$ cat config.mk
export PLATFORM = sky130hd
export DESIGN_NAME = rsort_cell
export DESIGN_NICKNAME = d
export VERILOG_FILES = /design/src/hw/rtl/rsort_pkg.sv /design/src/hw/rtl/rsort_cell.sv
export SDC_FILE = /design/constraint.sdc
export NUM_CORES = 1
export LEC_CHECK = 0
export ABC_AREA = 1
export BUFFER_PORTS_ARGS = -buffer_cell sky130_fd_sc_hd__buf_2
export CAP_MARGIN = 0
export CORE_AREA = 2 2 712 714
export CTS_BUF_LIST = sky130_fd_sc_hd__clkbuf_4
export DETAILED_ROUTE_END_ITERATION = 8
export DIE_AREA = 0 0 714 716
export RECOVER_POWER = 25
export SYNTH_ARGS = -nofsm -noshare
export SYNTH_HDL_FRONTEND = slang
export SYNTH_SLANG_ARGS = --single-unit
$ cat constraint.sdc
create_clock -name clk_i -period 8.7 [get_ports clk_i]
set_input_delay 1.305 -clock clk_i [delete_from_list [all_inputs] [get_ports clk_i]]
set_output_delay 1.305 -clock clk_i [all_outputs]
set_load 0.03 [all_outputs]
$ cat src/hw/rtl/rsort_pkg.sv
// ----------------------------------------------------------------------------
// rsort_pkg
// Shared types and constants for the record insertion sorter.
// ----------------------------------------------------------------------------
`default_nettype none

package rsort_pkg;

  localparam int unsigned CAPACITY = 32;
  localparam int unsigned NVAL     = 5;
  localparam int unsigned NEXT     = 3;
  localparam int unsigned DATE_W   = 31;
  localparam int unsigned TYPE_W   = 8;
  localparam int unsigned VAL_W    = 64;

  typedef struct packed {
    logic [DATE_W-1:0]           key;
    logic [TYPE_W-1:0]           rtype;
    logic [NVAL-1:0][VAL_W-1:0]  vals;
    logic [NEXT-1:0][DATE_W-1:0] extras;
  } record_t;

  // what a cell shows its neighbors
  typedef struct packed {
    record_t rec;
    logic    valid;
    logic    gt;     // holds a key greater than the incoming one
  } link_t;

  typedef struct packed {
    logic ins;       // insert the incoming record this cycle
    logic shl;       // drain: take the next cell's contents
  } cell_ctrl_t;

endpackage

`default_nettype wire

$ cat src/hw/rtl/rsort_cell.sv
// ----------------------------------------------------------------------------
// rsort_cell
// One slot of the sorting chain: compares, shifts right on insert,
// shifts left on drain.
// ----------------------------------------------------------------------------
`default_nettype none

module rsort_cell (
  input  wire                  clk_i,
  input  wire                  rst_ni,
  input  rsort_pkg::cell_ctrl_t ctrl_i,
  input  rsort_pkg::record_t   new_rec_i,
  input  rsort_pkg::link_t     prev_i,
  input  rsort_pkg::link_t     next_i,
  output rsort_pkg::link_t     link_o
);
  import rsort_pkg::*;

  record_t rec_q, rec_d;
  logic    valid_q, valid_d;
  logic    gt;
  logic    take_prev, take_new;

  assign gt        = valid_q && (rec_q.key > new_rec_i.key);
  assign take_prev = prev_i.gt;
  assign take_new  = !take_prev && (gt || (!valid_q && prev_i.valid));

  always_comb begin
    rec_d   = rec_q;
    valid_d = valid_q;
    priority if (ctrl_i.shl) begin
      rec_d   = next_i.rec;
      valid_d = next_i.valid;
    end else if (ctrl_i.ins && take_prev) begin
      rec_d   = prev_i.rec;
      valid_d = 1'b1;
    end else if (ctrl_i.ins && take_new) begin
      rec_d   = new_rec_i;
      valid_d = 1'b1;
    end
  end

  always_ff @(posedge clk_i or negedge rst_ni) begin
    if (!rst_ni) begin
      valid_q <= 1'b0;
    end else begin
      valid_q <= valid_d;
    end
  end

  always_ff @(posedge clk_i) begin
    rec_q <= rec_d;
  end

  assign link_o.rec   = rec_q;
  assign link_o.valid = valid_q;
  assign link_o.gt    = gt;

endmodule

`default_nettype wire

# After elaboration in Yosys (flattened, before gate mapping)
# Index checks and enable logic that the tools add are counted.
# classes
order_cmp,1
n_mux,6
reduce_logical,9
# ops
cell,count
$mux 452,3
$gt 31x31->1,1
$logic_and 1x1->1,5
$mux 1,3
$reduce_bool 3->1,1
$logic_not 1->1,2
$logic_or 1x1->1,1
# word_totals
regBits,453
inputBits,1364
out_inout_bits,454
wordCells,27

# Longest topological paths before layout
# Gate-level depths: netlist of run 1.
# logic_depth
depth_word,8
mapped_depth,17
mapped_depth_nobuf,17

# Worst setup path after synthesis of run 1
# Ideal clock, no wire load.
# synth_path
path_type,input to register
startpoint,input port new_rec_i[451] (netlist bit)
endpoint,"register rec_q, in the netlist link_o[100] (enable)"
setup_ns,0.627
t_arrival_ns,7.601
path_slack_ns,0.472
cell_stages,13
path_cell_list,inv_1 > ha_1 > nand2_2 > nor2_4 > and2_1 > nand2_1 > nand3_1 > nor2_1 > nand2_1 > nand2_2 > nand2_2 > nand2_2 > nand2_2
# synth_via
elab_chain_len,6
# synth_rtl
element,line_no,source
start: declaration,rsort_cell.sv:12,"input rsort_pkg::record_t new_rec_i,"
$gt 31x31->1,rsort_cell.sv:24,assign gt = valid_q && (rec_q.key > new_rec_i.key);
$logic_and 1x1->1,rsort_cell.sv:24,
$logic_or 1x1->1,rsort_cell.sv:26,assign take_new = !take_prev && (gt || (!valid_q && prev_i.valid));
$logic_and 1x1->1,rsort_cell.sv:26,
$logic_and 1x1->1,rsort_cell.sv:37,end else if (ctrl_i.ins && take_new) begin
$reduce_bool 3->1 (no line),n/a,
end signal: assignment,rsort_cell.sv:52,rec_q <= rec_d;
end: declaration,rsort_cell.sv:19,"record_t rec_q, rec_d;"
# No other way between the ends.
# A chain may end at the register's enable or synchronous reset.

==> results of run 1 <==
==> layer usage <==
layer	up-vias	GRT usage, %	share of wire [%]
met5	-	0.518	0.66
met4	418	5.46	4.5
met3	1577	12.7	18
met2	3090	24.3	42
met1	15200	17.3	36
li1	13500	-	-
==> flip-flops by register name, indices dropped and copies added, names as in the netlist <==
register,cells
link_o,452
valid_q,1
==> cell type report <==
cell class                 count  area share, %
sequential                   453           31.0
inverter                      52          0.479
tap                         6706           19.1
timing repair buffer        1913           23.0
clock buffer                 210           3.59
antenna                      365           2.08
multi-input combinational   1931           19.9
clock inverter                53          0.830
==> cell families after synthesis <==
kind of cell	Yosys count	share of synthesized area [%]
fa+ha+maj	31	1.65
flops	453	57.9
simple gates	1436	23.2
compound gates	464	12.3
buf+inv	254	4.96
==> stage by stage <==
stage / total power (W) / instances / worst slack [ps] / util, % / hold slack, ps
after CTS: 0.00762 / 11300 / 3930 / 8.55 / 1.69
final: 0.00740 / 11700 / 2450 / 8.72 / 273
after floorplan: 0.00373 / 2638 / 472 / - / 520
after global routing: 0.00779 / 11500 / 2140 / 8.63 / 89.9
after detailed placement: 0.00477 / 11000 / 4140 / 8.03 / 599
after global placement: 0.00477 / 11000 / 4090 / 8.03 / 589
==> power groups by stage <==
stage	registers (W)	logic, W	clock network, W
after detailed placement	0.00283	0.00195	0
after CTS	0.00279	0.00199	0.00284
after global placement	0.00283	0.00194	0
after floorplan	0.00329	0.000446	0
after global routing	0.00280	0.00210	0.00289
final	0.00279	0.00197	0.00265
==> worst max-delay path by stage <==
stage / from / to / slack, ps / cells past startpoint
after floorplan: new_rec_i[451] / link_o[100] / 470 / 13
final: prev_i[0] / link_o[293] / 2450 / 7
after detailed placement: new_rec_i[425] / link_o[149] / 4140 / 16
after CTS: link_o[426] / link_o[0] / 3930 / 11
after global placement: new_rec_i[425] / link_o[149] / 4090 / 16
after global routing: prev_i[0] / link_o[289] / 2140 / 7
==> cell usage in the layout, fill, tap and decap left out, types with 2 or more instances in the layout <==
cell,netlist,routed
clkbuf_4,0,210
a21oi_1,10,10
clkinv_1,0,28
ha_1,31,31
dlygate4sd3_1,0,68
edfxtp_1,452,452
nor2_1,462,462
clkinvlp_4,0,4
inv_8,0,2
nand4_1,4,4
buf_4,23,12
buf_2,99,1815
nand2_2,5,4
nand3_1,6,6
clkbuf_2,0,2
clkinv_2,0,11
diode_2,0,365
buf_12,0,11
nor3_1,2,2
inv_1,50,50
clkbuf_1,75,5
inv_2,2,4
nand2_1,952,952
bufinv_16,0,5
a31oi_1,452,452
a21o_1,2,2
==> worst max-delay path: cells and delay by family <==
kind	cells	cell delay (ps)
AOI/OAI and AO/OA	1	340
buffers and inverters	4	3910
and+or+nand+nor	2	1830
==> what timing repair did <==
item                       CTS  global route
hold endpoints to repair    37             0
hold buffers                68             0
setup endpoints to repair    0             0
==> results.toml, run 1 <==
[outcome]
status = "finished with violations"
violations = "max-capacitance violations, max-slew violations"

[pwr]
ir_drop_mv = 0.0799
clockPowerShare_pct = 35.7
cellPowerDensity_nw_per_um2 = 169
swShare_pct = 38.9
combPwrFrac_pct = 26.6
power.leakage_nw = 17.3
internal-power_w = 0.00452
p_switching_w = 0.00288
power.share.sequential_pct = 37.7

[finish]
finalInstanceArea_um2 = 43900
area_growth_pct = 86.9
multi_input_area_um2 = 8740
register_area_um2 = 13600
final_nets = 5911
post_route_cells_drive_above_1_share_pct = 45.2
fill_cells = 59400

[sta]
tightestPinTransition_ps = 3250
relSlewSlack_pct = -116
period_share_pct = 71.8
hold_viol_final = 0
slew_viol_final = 426
final.setup.tns_ps = 0
finalClockSkew_ps = 192
rsz0062_at_grt = "no"
setup_viol_count_final = 0
fmax_mhz = 160
period_minus_slack_ps = 6250

[worst_setup_path]
worstPathArrival_ps = 7560
cpMostUsedCell = "nand2_1"
critPathRequiredTime_ps = 10010
endpoint_kind = "flip-flop"
r2r-start = "link_o[433]"
r2r-end = "link_o[152]"
cp-start-kind = "primary input"
path_max_fanout = 132
slowest_stage = "clkbuf_2"
crit_chain = "clkbuf_1 -> nand2_1 -> inv_8 -> clkbuf_2 -> nand2_1 -> a31oi_1 -> dlygate4sd3_1"
slowest_delay_ps = 2280
r2r_cells = 14
crit_type = "primary input to flip-flop"
r2r_slack_ps = 4940

[die]
start_util_pct = 4.66
ios = 1818
die_h_um = 716
core_area_um2 = 504000
die_x_um = 714
num_rows = 261
dieArea_um2 = 511000

[global_routing]
grt_max_degree = 191
gr-usage-all-layers_pct = 16.3
antenna_found_initial = 759
grt_pass1_vias = 29900
gr-total-overflow = 0
grt_pass1_wl_um = 495000

[synth]
synth_most_common_cell = "nand2_1"
synth-main-ff-cell = "edfxtp_1"
avgSynthCellArea_um2 = 8.90
yosys-top-cells-count = "nand2_1, nor2_1, a31oi_1, edfxtp_1, buf_2"
yosys.area.top_type = "edfxtp_1"
yosysUniqueCellTypes = 23
yosysTopAreaCellShare_pct = 57.8
syn_area_um2 = 23500
ys_top_cells_by_area = "edfxtp_1, nand2_1, a31oi_1"
netlist_instances = 2638
syn-num-nets = 4033
synthArstFlopShare_pct = 0.221
synth-edff-count = 452
yosys_warnings = 0
seq_area_frac_synth_pct = 57.9
synth-seq-cells = 453

[drt]
route.final.wire_length_um = 435000
dr_total_vias = 33800
wl_per_cell_um = 37.2
drt_iter0_markers = 3494
antenna_left = 0
drt_pass1_iterations = 5
route.detailed.drc = 0
vias_per_cell = 2.89

[cts]
cts_buffers = 165
cts_root_buf = "clkbuf_4"
cts_tree = "yes"
cts_resized = 0
cts.sinks = 453
clock_path_buffers = 4
clkLatencyLatePin_ps = 1450
htreeDepth = 4
path_clk_slew_ps = 60
postCtsSetupRepairBufs = 0

[worst_hold_path]
min_to = "valid_q"
hp-start = "next_i[1]"
whs_path_depth = 4
hp-class = "primary input to flip-flop"

[place]
gp_congestion = 0.992
place_area_um2 = 40400
hpwl_um = 394000
io_buffer_count = 1816

[run]
maxCapViolations = 6
Power figures use the tool's default switching activity.
==> run 2, diff against run 1 <==
- clock period: 8.7 -> 6.05 ns (I/O delays scaled with it)
==> run 2 against run 1 <==
Net effect:
- the run still ends with max-capacitance violations, max-slew violations left
- combinational power rose by 79%
- non-clock buffer count rose by 857
- final area rose by 19%
- core utilization rose by 1.6 points
- sequential share of layout area fell by 4.9 points
- clock-buffer cell count fell by 13
- cell count rose by 6.8%
- register-to-register slack got worse by 2500 ps
- clock power rose by 31%
- first-iteration DRC count fell by 0.29%
==> results.toml, run 2 (synthesis gave the netlist of run 1 again) <==
[outcome]
violations = "max-capacitance violations, max-slew violations"
status = "finished with violations"

[sta]
period_minus_slack_ps = 4970
period_share_pct = 82.1
slew_viol_final = 136
hold_viol_final = 0
finalClockSkew_ps = 113
rsz0062_at_grt = "no"
setup_viol_count_final = 0
final.setup.tns_ps = 0
fin_hold_ws_ps = 179
tightestPinTransition_ps = 2230
relSlewSlack_pct = -48.8
fmax_mhz = 201

[pwr]
ir_drop_mv = 0.147
cellPowerDensity_nw_per_um2 = 211
total_power_w = 0.0110
power.leakage_nw = 20.7

[global_routing]
gr-usage-all-layers_pct = 16.2
gr-total-overflow = 0
grt_pass1_vias = 34000
antenna_found_initial = 756
grt_max_degree = 154
grt_pass1_wl_um = 500000

[finish]
final_common_cell = "buf_2"
area_growth_pct = 122
final_nets = 6757
final_cell_mix = "buf_2, nand2_1, dlygate4sd3_1"
largest_register_ffs = 452
fill_cells = 58900
post_route_cells_drive_above_1_share_pct = 38.3
finish.utilization_pct = 10.3
finalInstanceArea_um2 = 52100

[worst_setup_path]
cp-start-kind = "primary input"
r2r_cells = 15
endpoint_kind = "flip-flop"
worstPathArrival_ps = 6060
crit_type = "primary input to flip-flop"
r2r-end = "valid_q"
critPathRequiredTime_ps = 7140
r2r-start = "link_o[451]"
path_max_fanout = 81
r2r_slack_ps = 2400

[die]
dieArea_um2 = 511000
start_util_pct = 4.66
core_area_um2 = 504000
num_rows = 261
ios = 1818
die_x_um = 714
die_h_um = 716

[cts]
cts_tree = "yes"
clkLatencyLatePin_ps = 1340
cts.sinks = 453
cts_buffers = 154
path_clk_slew_ps = 70
clock_path_buffers = 4
cts_root_buf = "clkbuf_4"
htreeDepth = 4

[drt]
route.final.wire_length_um = 433000
drt_pass1_iterations = 8
dr_total_vias = 37500
vias_per_cell = 3.01
route.detailed.drc = 0
wl_per_cell_um = 34.7
drt_iter0_markers = 3484
antenna_left = 0

[worst_hold_path]
hp-class = "primary input to flip-flop"
hp-start = "prev_i[218]"
whs_path_depth = 3
min_to = "link_o[218]"

[run]
maxCapViolations = 3

[place]
place_area_um2 = 40600
hpwl_um = 391000
gp_congestion = 0.987
io_buffer_count = 1816
## run 2: worst max path at each step
stage,endpoint,cells after the start,startpoint
floorplan,link_o[100],13,new_rec_i[451]
global placement,link_o[78],7,prev_i[0]
detailed placement,link_o[78],7,prev_i[0]
CTS,link_o[0],12,link_o[437]
global route,link_o[151],7,prev_i[0]
finish,link_o[402],8,prev_i[0]
## run 2: metrics by stage
stage               cells  setup slack (ps)
finish              12500              1080
detailed placement  11000              1740
CTS                 12200              1730
floorplan            2638               626
global placement    11000              1760
global route        12300               979
## run 2: timing repair
| action | in CTS | in global routing |
|---|---|---|
| resized for setup | 0 | 0 |
| hold buffers | 900 | 0 |
| buffers inserted | 0 | 0 |
| hold endpoints to repair | 453 | 0 |
## run 2: worst max-delay path, stage by stage
cell	delay, ps
clkbuf_1	110
nand2_1	1160
inv_8	1040
buf_12	310
clkbuf_1	900
nand2_1	320
a31oi_1	320
dlygate4sd3_1	640
## run 2: layout make-up
class	count	area, um2	area share (%)
antenna	320	801	1.54
clock buffer	197	1480	2.84
clock inverter	47	274	0.526
inverter	52	210	0.403
multi-input combinational	1931	8740	16.8
sequential	453	13600	26.1
tap	6706	8390	16.1
timing repair buffer	2770	18600	35.7
## run 2: routing by layer
metal  part of all wire (%)  track usage (%)  vias to the layer above
li1                       -                -                    15100
met1                     36             17.1                    17200
met4                    4.5             5.71                      406
met3                     17             11.9                     1582
met5                   0.63            0.471                        -
met2                     43             24.7                     3248
## run 2: power by group
part           total [W]  leakage [nW]  internal [W]  switching [W]
logic            0.00353          15.2       0.00130        0.00224
registers        0.00400          4.50       0.00386       0.000140
clock network    0.00347          1.04       0.00163        0.00185
total             0.0110          20.7       0.00679        0.00423
